File: config.mk
export PLATFORM = sky130hd
export DESIGN_NAME = vnorm_div
export DESIGN_NICKNAME = d
export VERILOG_FILES = /design/src/rtl/core/vnorm_pkg.sv /design/src/rtl/core/vnorm_div.sv
export SDC_FILE = /design/constraint.sdc
export NUM_CORES = 2
export LEC_CHECK = 0
export BUFFER_PORTS_ARGS = -buffer_cell sky130_fd_sc_hd__buf_2
export CAP_MARGIN = 20
export CORE_ASPECT_RATIO = 2
export CORE_MARGIN = 2
export CORE_UTILIZATION = 35
export DETAILED_ROUTE_END_ITERATION = 16
export RECOVER_POWER = 100
export SYNTH_ARGS = -nofsm -noshare
export SYNTH_HDL_FRONTEND = slang
export SYNTH_SLANG_ARGS = --single-unit
File: constraint.sdc
create_clock -name clk -period 6.24 [get_ports clk]
set_input_delay 0.936 -clock clk [delete_from_list [all_inputs] [get_ports clk]]
set_output_delay 0.936 -clock clk [all_outputs]
set_load 0.03 [all_outputs]
File: src/rtl/core/vnorm_pkg.sv
// ----------------------------------------------------------------------------
// vnorm_pkg
// Shared widths and constants for the Q16.16 vector normalizer.
// ----------------------------------------------------------------------------
package vnorm_pkg;

    localparam int WORD_W      = 32;
    localparam int MAG_W       = 24;
    localparam int GUARD_SHIFT = 14;

    localparam logic [WORD_W-1:0] SAT_POS = 32'h7FFF_FFFF;
    localparam logic [WORD_W-1:0] SAT_NEG = 32'h8000_0000;

    typedef logic [WORD_W-1:0] word_t;
    typedef logic [MAG_W-1:0]  mag_t;

    typedef struct packed {
        word_t x;
        word_t y;
        word_t z;
    } vec_t;

endpackage

File: src/rtl/core/vnorm_div.sv
// ----------------------------------------------------------------------------
// vnorm_div
// Saturating signed fixed-point divide by the magnitude, one quotient bit
// per pipeline stage.
// ----------------------------------------------------------------------------
module vnorm_div
    import vnorm_pkg::*;
#(
    parameter int FRAC_BITS = 16
)
(
    input  logic  clk,
    input  logic  rst_n,
    input  logic  en,
    input  logic  in_valid,
    input  word_t in_a,
    input  mag_t  in_b,
    output logic  out_valid,
    output word_t out_q
);

    localparam int QW = GUARD_SHIFT + FRAC_BITS;
    localparam int RW = MAG_W + 1;

    word_t          mag_a;
    logic           sat_pre;
    logic           val_reg  [0:QW];
    logic           neg_reg  [0:QW];
    logic           sat_reg  [0:QW];
    mag_t           b_reg    [0:QW];
    logic [RW-1:0]  r_reg    [0:QW];
    logic [QW-1:0]  lo_reg   [0:QW];
    logic [QW-1:0]  q_reg    [0:QW];
    logic           out_valid_reg;
    word_t          out_q_reg;
    word_t          q_ext;
    word_t          q_next;

    assign mag_a   = in_a[WORD_W-1] ? (~in_a + 1'b1) : in_a;
    assign sat_pre = (mag_a >> GUARD_SHIFT) >= WORD_W'(in_b);

    always_ff @(posedge clk or negedge rst_n)
    begin
        if (!rst_n)
        begin
            val_reg[0] <= 1'b0;
        end
        else if (en)
        begin
            val_reg[0] <= in_valid;
        end
    end

    always_ff @(posedge clk)
    begin
        if (en)
        begin
            neg_reg[0] <= in_a[WORD_W-1];
            sat_reg[0] <= sat_pre;
            b_reg[0]   <= in_b;
            r_reg[0]   <= RW'(mag_a >> GUARD_SHIFT);
            lo_reg[0]  <= {mag_a[GUARD_SHIFT-1:0], {FRAC_BITS{1'b0}}};
            q_reg[0]   <= '0;
        end
    end

    for (genvar i = 0; i < QW; i++)
    begin : g_step
        logic [RW-1:0] t;
        logic          ge;

        assign t  = {r_reg[i][RW-2:0], lo_reg[i][QW-1]};
        assign ge = t >= RW'(b_reg[i]);

        always_ff @(posedge clk or negedge rst_n)
        begin
            if (!rst_n)
            begin
                val_reg[i+1] <= 1'b0;
            end
            else if (en)
            begin
                val_reg[i+1] <= val_reg[i];
            end
        end

        always_ff @(posedge clk)
        begin
            if (en)
            begin
                neg_reg[i+1] <= neg_reg[i];
                sat_reg[i+1] <= sat_reg[i];
                b_reg[i+1]   <= b_reg[i];
                r_reg[i+1]   <= ge ? (t - RW'(b_reg[i])) : t;
                lo_reg[i+1]  <= {lo_reg[i][QW-2:0], 1'b0};
                q_reg[i+1]   <= {q_reg[i][QW-2:0], ge};
            end
        end
    end

    assign q_ext = WORD_W'(q_reg[QW]);

    always_comb
    begin
        if (sat_reg[QW])
        begin
            q_next = neg_reg[QW] ? SAT_NEG : SAT_POS;
        end
        else
        begin
            q_next = neg_reg[QW] ? (~q_ext + 1'b1) : q_ext;
        end
    end

    always_ff @(posedge clk or negedge rst_n)
    begin
        if (!rst_n)
        begin
            out_valid_reg <= 1'b0;
        end
        else if (en)
        begin
            out_valid_reg <= val_reg[QW];
        end
    end

    always_ff @(posedge clk)
    begin
        if (en)
        begin
            out_q_reg <= q_next;
        end
    end

    assign out_valid = out_valid_reg;
    assign out_q     = out_q_reg;

endmodule

==> flow_summary.ini <==
[yosys]
synthesis.area_sq_mm = 0.1113
syn_avg_cell_area_sq_um = 12.28
synth_edf_count = 2098
synth_warnings = 0
yosysSeqAreaShare_pct = 57.33
synth_cell_types = 85
synth-seq-cells = 2130
ys.flop_type = edfxtp_1
netlist.area_leader.share_pct = 56.61
synth_top_area_cell = edfxtp_1
synthTopCellsByArea = edfxtp_1, ha_1, mux2_2
syn_nets = 9887
ys_async_sr_fraction_pct = 1.502
synthCells = 9064

[outcome]
status = finished with violations
violations = capacitance limit, slew limit

[worst_setup_path]
worstReg2RegEnd = r_reg[2][10]$_DFFE_PP_
start_kind = input port
cp-startpoint = en
endpoint = r_reg[0][13]$_DFFE_PP_
worstRegToRegCells = 11
path_class = in -> reg
reg2reg_slack_ns = 0.82
end_kind = flop
worst_ep_arrival_time_ns = 5.87
path_max_fanout = 108
critical_path_required_ns = 6.67
reg2reg_from = lo_reg[7][28]$_DFFE_PP_

[layout]
multi_input_area_sq_mm = 0.04326
regArea_sq_mm = 0.06380
final_layout_size_suffix_gt1_share_pct = 9.523
fin_area_sq_mm = 0.1240
largest_reg_flops = 720
fillers = 29850
nNetsFinal = 10126
area_delta_synth_final_pct = 11.39

[global_routing]
grt_use_total_pct = 20.02
grt_pass1_wl_um = 476000
antenna_found_initial = 22
overflow = 0
grt_max_degree = 174
grt_pass1_vias = 77552

[die]
die_w_um = 402.7
floorplan.rows = 292
initial_core_util_pct = 35.17
die_area_sq_mm = 0.3228
core-area_sq_mm = 0.3164
io_pins = 93
die_y_um = 801.5

[timing]
setup_viol = 0
finalSetupTns_ns = 0
max_freq_mhz = 183.9
final.period_utilization_pct = 87.14
rsz0062_at_grt = false
timing.final.max_slew_violations = 1528
hold_violations = 0
skew_ns = 0.09509
slew_headroom_pct = -154.4
tightest_slew_ns = 3.815
timing.final.crit_period_ns = 5.437

[cts]
clock_latency_ns = 0.91
cts-root-buf = clkbuf_16
clkTransAtPathRegs_ns = 0.07
postCtsResizedCells = 0
cts_setup_buffers = 0
cts_max_level = 4
cts_tree = yes
cts_sinks = 2130
clk_path_buf_depth = 4
postCtsHoldBufs = 0
numCtsBuffers = 214

[routing]
dr.pass1.iters = 7
drc = 0
wl_met3_um = 9922
antenna_left = 0
viasPerCell = 5.304
wl_per_cell_um = 24.23
top_layer = met5
via_count = 72433
met1_length_um = 78370
wirelength_um = 330900
met2_length_um = 197100
dr.first_iter.drc_count = 3621

[placement]
hpwl_um = 259100
gp_congestion = 0.9866
port_buffers = 92
place_area_sq_mm = 0.1174

[pwr]
p_leak_uw = 0.04854
p_total_uw = 63990
p_per_area_mw_per_mm2 = 516.2
ir_drop_uv = 271.1

[min_path]
worstHoldPathType = in -> reg

[flow_run]
drv_cap = 29
critical path: stages:
cell      delay, ns
clkbuf_2       2.47
buf_12         0.39
clkbuf_2       1.60
metrics by stage:
step / hold slack, ns / setup WS [ns] / instances / utilization, %
final: 0.2274 / 0.8027 / 13656 / 39.18
after global routing: 0.1991 / 0.4919 / 13654 / 39.18
after CTS: 0.06105 / 1.203 / 13587 / 39.31
after detailed placement: 0.4045 / 0.2859 / 13202 / 37.12
after global placement: 0.4000 / 0.03225 / 13197 / 37.10
after floorplan: 0.4003 / 0.9935 / 9064 / -
kinds of logic after synthesis:
family | after synthesis | synth area share [%]
adder cells (fa/ha/maj) | 763 | 8.774
XOR/XNOR | 569 | 4.478
AO/OA/AOI/OAI | 2157 | 12.41
AND/OR/NAND/NOR | 1766 | 7.671
buffers and inverters | 1129 | 3.821
multiplexers | 550 | 5.520
flip-flops | 2130 | 57.33
report_power, final:
group	switching, uW	internal (uW)
sequential	2090	20400
clock	5740	7420
combinational	16600	11700
cell usage after synthesis (all sizes together), types with 17 or more instances:
master,instances
edfxtp,2098
inv,946
ha,734
a21oi,625
mux2,510
nor2,494
nand2,469
o21ai,458
xnor2,388
a21o,318
xor2,181
clkbuf,158
nand3,123
nor2b,122
o21a,104
nor3,102
nand4,92
nand2b,89
o21bai,85
a211oi,78
a31oi,70
and3,59
o31ai,54
o211ai,47
a21boi,43
mux2i,40
nor4,38
or3,38
o31a,37
and2,36
dfrtp,32
o41ai,30
fa,29
buf,25
or4,23
nor3b,21
a2111oi,19
a31o,19
or2,18
a311oi,17
o221ai,17
o22ai,17
layout make-up:
type / count / share of cell area, %
Timing Repair Buffer: 206 / 0.8892
Clock buffer: 249 / 4.460
Clock inverter: 136 / 1.129
Inverter: 946 / 2.865
Antenna cell: 68 / 0.1373
Sequential cell: 2130 / 51.47
Tap cell: 4116 / 4.155
Multi-Input combinational cell: 5805 / 34.90
cell usage in the layout (no fill, tap or decap), drive strengths merged, types with 89 or more instances in the layout:
cell and n:
a21o 318, a21oi 625, clkbuf 375, clkinv 89, edfxtp 2098, ha 734, inv 951, mux2 510
nand2 469, nand2b 89, nand3 123, nand4 92, nor2 494, nor2b 122, nor3 102, o21a 104
o21ai 458, xnor2 388, xor2 181
worst min path at each step:
stage / from / to / slack [ns] / depth (start not counted)
after floorplan: lo_reg[9][24]$_DFFE_PP_ / lo_reg[10][25]$_DFFE_PP_ / 0.40 / 0
after global placement: q_reg[10][5]$_DFFE_PP_ / q_reg[10][36]$_DFFE_PP_ / 0.40 / 0
after detailed placement: lo_reg[0][23]$_DFFE_PP_ / lo_reg[1][24]$_DFFE_PP_ / 0.40 / 0
after CTS: rst_n / out_valid$_DFFE_PN0P_ / 0.06 / 1
after global routing: in_b[23] / b_reg[0][23]$_DFFE_PP_ / 0.20 / 1
final: in_b[20] / b_reg[0][20]$_DFFE_PP_ / 0.23 / 1
layer usage:
layer,global-route usage (%),vias to the layer above
met2,42.77,1764
li1,-,34050
met5,0,-
met1,12.28,35474
met4,22.78,6
met3,2.682,1139
Power figures use the tool's default switching activity.
