==> src/rtl/core/vnorm_pkg.sv <==
// ----------------------------------------------------------------------------
// vnorm_pkg
// Shared widths and constants for the Q16.16 vector normalizer.
// ----------------------------------------------------------------------------
package vnorm_pkg;

    localparam int WORD_W      = 32;
    localparam int MAG_W       = 24;
    localparam int GUARD_SHIFT = 14;

    localparam logic [WORD_W-1:0] SAT_POS = 32'h7FFF_FFFF;
    localparam logic [WORD_W-1:0] SAT_NEG = 32'h8000_0000;

    typedef logic [WORD_W-1:0] word_t;
    typedef logic [MAG_W-1:0]  mag_t;

    typedef struct packed {
        word_t x;
        word_t y;
        word_t z;
    } vec_t;

endpackage

==> src/rtl/core/vnorm_sqrt.sv <==
// ----------------------------------------------------------------------------
// vnorm_sqrt
// Restoring square root, one result bit per pipeline stage.
// ----------------------------------------------------------------------------
module vnorm_sqrt
    import vnorm_pkg::*;
#(
    parameter int FRAC_BITS = 16
)
(
    input  logic  clk,
    input  logic  rst_n,
    input  logic  en,
    input  logic  in_valid,
    input  vec_t  in_vec,
    input  word_t in_sum,
    output logic  out_valid,
    output vec_t  out_vec,
    output mag_t  out_root
);

    localparam int S  = 16 + FRAC_BITS / 2;
    localparam int RW = S + 3;

    logic          val_reg  [1:S];
    logic [RW-1:0] rem_reg  [1:S];
    logic [S-1:0]  root_reg [1:S];
    word_t         lo_reg   [1:S];
    vec_t          vec_reg  [1:S];

    for (genvar i = 0; i < S; i++)
    begin : g_step
        logic          val_src;
        logic [RW-1:0] rem_src;
        logic [S-1:0]  root_src;
        word_t         lo_src;
        vec_t          vec_src;
        logic [RW-1:0] shifted;
        logic [S-1:0]  root_sh;
        logic [RW-1:0] trial;
        logic          ge;

        if (i == 0)
        begin : g_first
            assign val_src  = in_valid;
            assign rem_src  = '0;
            assign root_src = '0;
            assign lo_src   = in_sum;
            assign vec_src  = in_vec;
        end
        else
        begin : g_mid
            assign val_src  = val_reg[i];
            assign rem_src  = rem_reg[i];
            assign root_src = root_reg[i];
            assign lo_src   = lo_reg[i];
            assign vec_src  = vec_reg[i];
        end

        assign shifted = {rem_src[RW-3:0], lo_src[WORD_W-1 -: 2]};
        assign root_sh = {root_src[S-2:0], 1'b0};
        assign trial   = RW'({root_sh, 1'b1});
        assign ge      = shifted >= trial;

        always_ff @(posedge clk or negedge rst_n)
        begin
            if (!rst_n)
            begin
                val_reg[i+1] <= 1'b0;
            end
            else if (en)
            begin
                val_reg[i+1] <= val_src;
            end
        end

        always_ff @(posedge clk)
        begin
            if (en)
            begin
                rem_reg[i+1]  <= ge ? (shifted - trial) : shifted;
                root_reg[i+1] <= {root_sh[S-1:1], ge};
                lo_reg[i+1]   <= {lo_src[WORD_W-3:0], 2'b00};
                vec_reg[i+1]  <= vec_src;
            end
        end
    end

    assign out_valid = val_reg[S];
    assign out_vec   = vec_reg[S];
    assign out_root  = MAG_W'(root_reg[S]);

endmodule

==> config.mk <==
export PLATFORM = sky130hd
export DESIGN_NAME = vnorm_sqrt
export DESIGN_NICKNAME = d
export VERILOG_FILES = /design/src/rtl/core/vnorm_pkg.sv /design/src/rtl/core/vnorm_sqrt.sv
export SDC_FILE = /design/constraint.sdc
export NUM_CORES = 2
export LEC_CHECK = 0
export BUFFER_PORTS_ARGS = -buffer_cell sky130_fd_sc_hd__buf_2
export CAP_MARGIN = 20
export CORE_UTILIZATION = 35
export CTS_CLUSTER_SIZE = 25
export DETAILED_ROUTE_END_ITERATION = 10
export SYNTH_ARGS = -nofsm -noshare
export SYNTH_HDL_FRONTEND = slang
export SYNTH_MEMORY_MAX_BITS = 65536
export SYNTH_SLANG_ARGS = --single-unit
export TNS_END_PERCENT = 30
==> constraint.sdc <==
create_clock -name clk -period 7.48 [get_ports clk]
set_clock_uncertainty 0.05 [all_clocks]
set_input_delay 0.374 -clock clk [delete_from_list [all_inputs] [get_ports clk]]
set_output_delay 0.374 -clock clk [all_outputs]
set_load 0.02 [all_outputs]
==> summary.md <==
| Metric | Value |
|---|---|
| Status | finished clean |
| Setup repair bufs after CTS | 0 |
| Setup tns final | 0 ns |
| Number of synthesized flops with an enable pin | 3379 |
| CP Capture Type | register |
| Hold Crit Class | input port to register |
| CTS Sinks | 3403 |
| FF-to-FF Start | rem_reg[0][513]$_SDFFCE_PP0P_ |
| CTS Buf Count | 355 |
| Worst-margin pin slew | 1.15 ns |
| Largest net degree at the start of global routing | 218 |
| Placed cell area | 132000 sq um |
| Cell Pwr Density | 308 nW/um^2 |
| R2r endpoint | rem_reg[0][554]$_DFFE_PP_ |
| WL final | 184000 um |
| Layout cells sized above 1 | 12.3% |
| Cell Area, Synth | 124000 sq um |
| R2r setup slk | 3.41 ns |
| Synth top cells by count | edfxtp_1 (3379), inv_1 (393), ha_1 (310), nor2_1 (297), nand2_1 (294) |
| Htree depth | 5 |
| Fin nets | 7969 |
| Worst-Skew Late Latency | 0.93 ns |
| Syn Inst Count | 6798 |
| Max Slew Vio Count | 0 |
| Vias in the first global route | 57100 |
| # setup viols final | 0 |
| Worst Hold End | lo_reg[0][38]$_DFFE_PP_ |
| Slowest-stage cell, CP | clkinv_1 |
| Initial antenna violation count | 2 |
| CP max stage delay | 0.87 ns |
| Core area | 353000 sq um |
| Max reg flops | 2304 |
| Pleak | 51.4 nW |
| #FFs+latches synth | 3403 |
| All-Layer GR Usage | 9.97% |
| Setup CP Type | register to register |
| WHS Path Cells | 2 |
| Final ANT Viol Nets | 0 |
| Drt initial violations | 3743 |
| Top FF cell, synth | edfxtp_1 |
| Slew margin rel. | 23.5% |
| Die Y | 598 um |
| CTS root buf | clkbuf_16 |
| Synth-to-Final Area Change | 16.4% |
| Total die area | 357000 sq um |
| Leading area contributor after synthesis | edfxtp_1 |
| Post-cts hold buffer count | 141 |
| Unrepaired setup endpoints after global routing | no |
| Post-synth top area share | 81.7% |
| GP Congestion | 0.832 |
| Clock slew at reported path FFs | 0.06 ns |
| Die W | 598 um |
| Async set-reset flop share out of synthesis | 0.705% |
| Critical path arrival | 4.67 ns |
| Post-synthesis cell type count | 97 |
| Total grt overflow | 0 |
| R2R cell count | 8 |
| Tmin final | 4.07 ns |
| Critical path launch point type | register |
| Fin worst setup slack | 3.41 ns |
| Top-Level Pins | 253 |
| Fmax | 246 MHz |
| First-pass GRT wire length | 293000 um |
| Max FO, Critical Path | 36 |
| # DRC | 0 |
| Post-DR vias/cell | 4.49 |
| Routed vias | 56200 |
| Max VDD drop | 185 uV |
| Max-cap violations | 0 |
| FP Rows | 218 |
| Placed wire-length estimate | 113000 um |
| Post-layout util | 41.0% |
| Drt wl/cell | 14.7 um |
| Clock Tree Buf Depth | 4 |
| Initial Utilization | 35.2% |
| Synth warn | 0 |
| HP Start | in_sum[8] |
| Synth top area cells | edfxtp_1 (82%), ha_1 (3.1%), xnor2_1 (1.4%) |
| Worst-path cell chain | ha_1 -> a211oi_1 -> or3b_2 -> nand3_1 -> a21oi_1 -> o31a_1 -> clkinv_1 -> mux2_2 |
| PortBufs | 252 |
| Final Hold Fails | 0 |
| Number of iterations in the first detailed-routing pass | 6 |
| Fin crit share | 54.4% |
| Req. time, crit path | 8.09 ns |
| TritonCTS clock tree | done |
| Design area | 145000 sq um |
| Post-CTS Resized | 0 |
| Net Count, Synth | 7247 |
| Avg Cell Area, Syn | 18.3 sq um |
| Pre-CTS WS | 3.47 ns |
| Sequential-to-total area share from yosys stat | 82.1% |
| Most frequent cell after synthesis | edfxtp_1 |
report_power, final:
part | internal (mW) | total, mW | switching [mW] | leakage [nW]
clock | 10.0 | 17.1 | 7.13 | 5.56
combinational | 1.64 | 3.89 | 2.25 | 12.9
sequential | 22.9 | 23.6 | 0.687 | 33.0
total | 34.5 | 44.6 | 10.1 | 51.4
cell type report:
cell class | instances | area (sq um)
multi-input combinational | 2916 | 20400
antenna | 1 | 2.50
clock buffer | 434 | 9290
sequential | 3403 | 102000
clock inverter | 213 | 2200
fill | 31300 | 208000
inverter | 396 | 1490
tap | 4730 | 5920
timing repair buffer | 448 | 3320
stage by stage:
step / power (mW) / hold slack [ns] / std cells
after floorplan: 26.4 / 0.0284 / 6798
after detailed placement: 27.8 / 0.325 / 11800
final: 44.6 / 0.130 / 12500
after global routing: 46.6 / 0.0471 / 12500
after CTS: 45.3 / 0.00286 / 12500
after global placement: 27.6 / 0.305 / 11700
placed cells by master (no fill, tap or decap), types with 37 or more instances in the layout:
| master | synthesis | layout |
|---|---|---|
| clkbuf_1 | 62 | 74 |
| nor2b_1 | 43 | 43 |
| nand2b_1 | 56 | 56 |
| ha_1 | 310 | 310 |
| or3_1 | 46 | 46 |
| nand3_1 | 67 | 67 |
| o21a_1 | 62 | 62 |
| a21oi_1 | 252 | 251 |
| edfxtp_1 | 3379 | 3379 |
| o21ai_0 | 247 | 247 |
| clkbuf_16 | 0 | 360 |
| clkinv_1 | 1 | 80 |
| xor2_1 | 200 | 200 |
| nor4_1 | 53 | 53 |
| buf_2 | 10 | 251 |
| xnor2_1 | 202 | 202 |
| mux2_2 | 81 | 81 |
| nand2_1 | 294 | 294 |
| nor3_1 | 118 | 116 |
| buf_4 | 1 | 37 |
| dlygate4sd3_1 | 0 | 141 |
| nand4_1 | 38 | 38 |
| nor2_1 | 297 | 297 |
| clkinv_2 | 0 | 55 |
| a21o_1 | 89 | 89 |
| inv_1 | 393 | 393 |
worst max-delay path by stage:
stage	from	end	slack (ns)	cells past startpoint
5_1_grt	rem_reg[0][513]$_SDFFCE_PP0P_	rem_reg[0][554]$_DFFE_PP_	3.14	8
6_report	rem_reg[0][513]$_SDFFCE_PP0P_	rem_reg[0][554]$_DFFE_PP_	3.41	8
4_1_cts	rem_reg[0][513]$_SDFFCE_PP0P_	rem_reg[0][554]$_DFFE_PP_	3.42	8
3_5_place_dp	rem_reg[0][513]$_SDFFCE_PP0P_	rem_reg[0][554]$_DFFE_PP_	3.47	8
2_1_floorplan	rem_reg[0][600]$_DFFE_PP_	rem_reg[0][626]$_DFFE_PP_	4.39	11
3_3_place_gp	root_reg[2][73]$_DFFE_PP_	rem_reg[0][554]$_DFFE_PP_	3.47	9
worst max-delay path, delay by kind of cell, from the launching register on:
| kind | cells | cell delay (ns) |
|---|---|---|
| buf+inv | 1 | 0.87 |
| simple gates | 2 | 0.31 |
| flops | 1 | 0.45 |
| compound gates | 3 | 1.16 |
| mux | 1 | 0.59 |
| fa+ha+maj | 1 | 0.35 |
layer usage:
layer / global-route usage [%] / share of wire (%) / vias up
met3: 2.21 / 4.5 / 486
li1: - / - / 27500
met5: 0 / 0 / -
met2: 17.6 / 50 / 1085
met1: 11.5 / 41 / 27100
met4: 4.54 / 4.3 / 0
logic make-up (layout without fill, tap and decap cells):
| logic type | after synthesis | in the layout | share of synthesized area [%] |
|---|---|---|---|
| AOI/OAI and AO/OA | 918 | 918 | 4.68 |
| other | 1 | 2 | 0.00302 |
| adders and majority gates | 317 | 317 | 3.23 |
| DFF | 3403 | 3403 | 82.1 |
| buffers and inverters | 479 | 1491 | 1.47 |
| and+or+nand+nor | 1188 | 1188 | 4.82 |
| muxes | 89 | 89 | 0.811 |
| xor gates and xnor gates | 403 | 403 | 2.85 |
(Power assumes the default switching activity.)
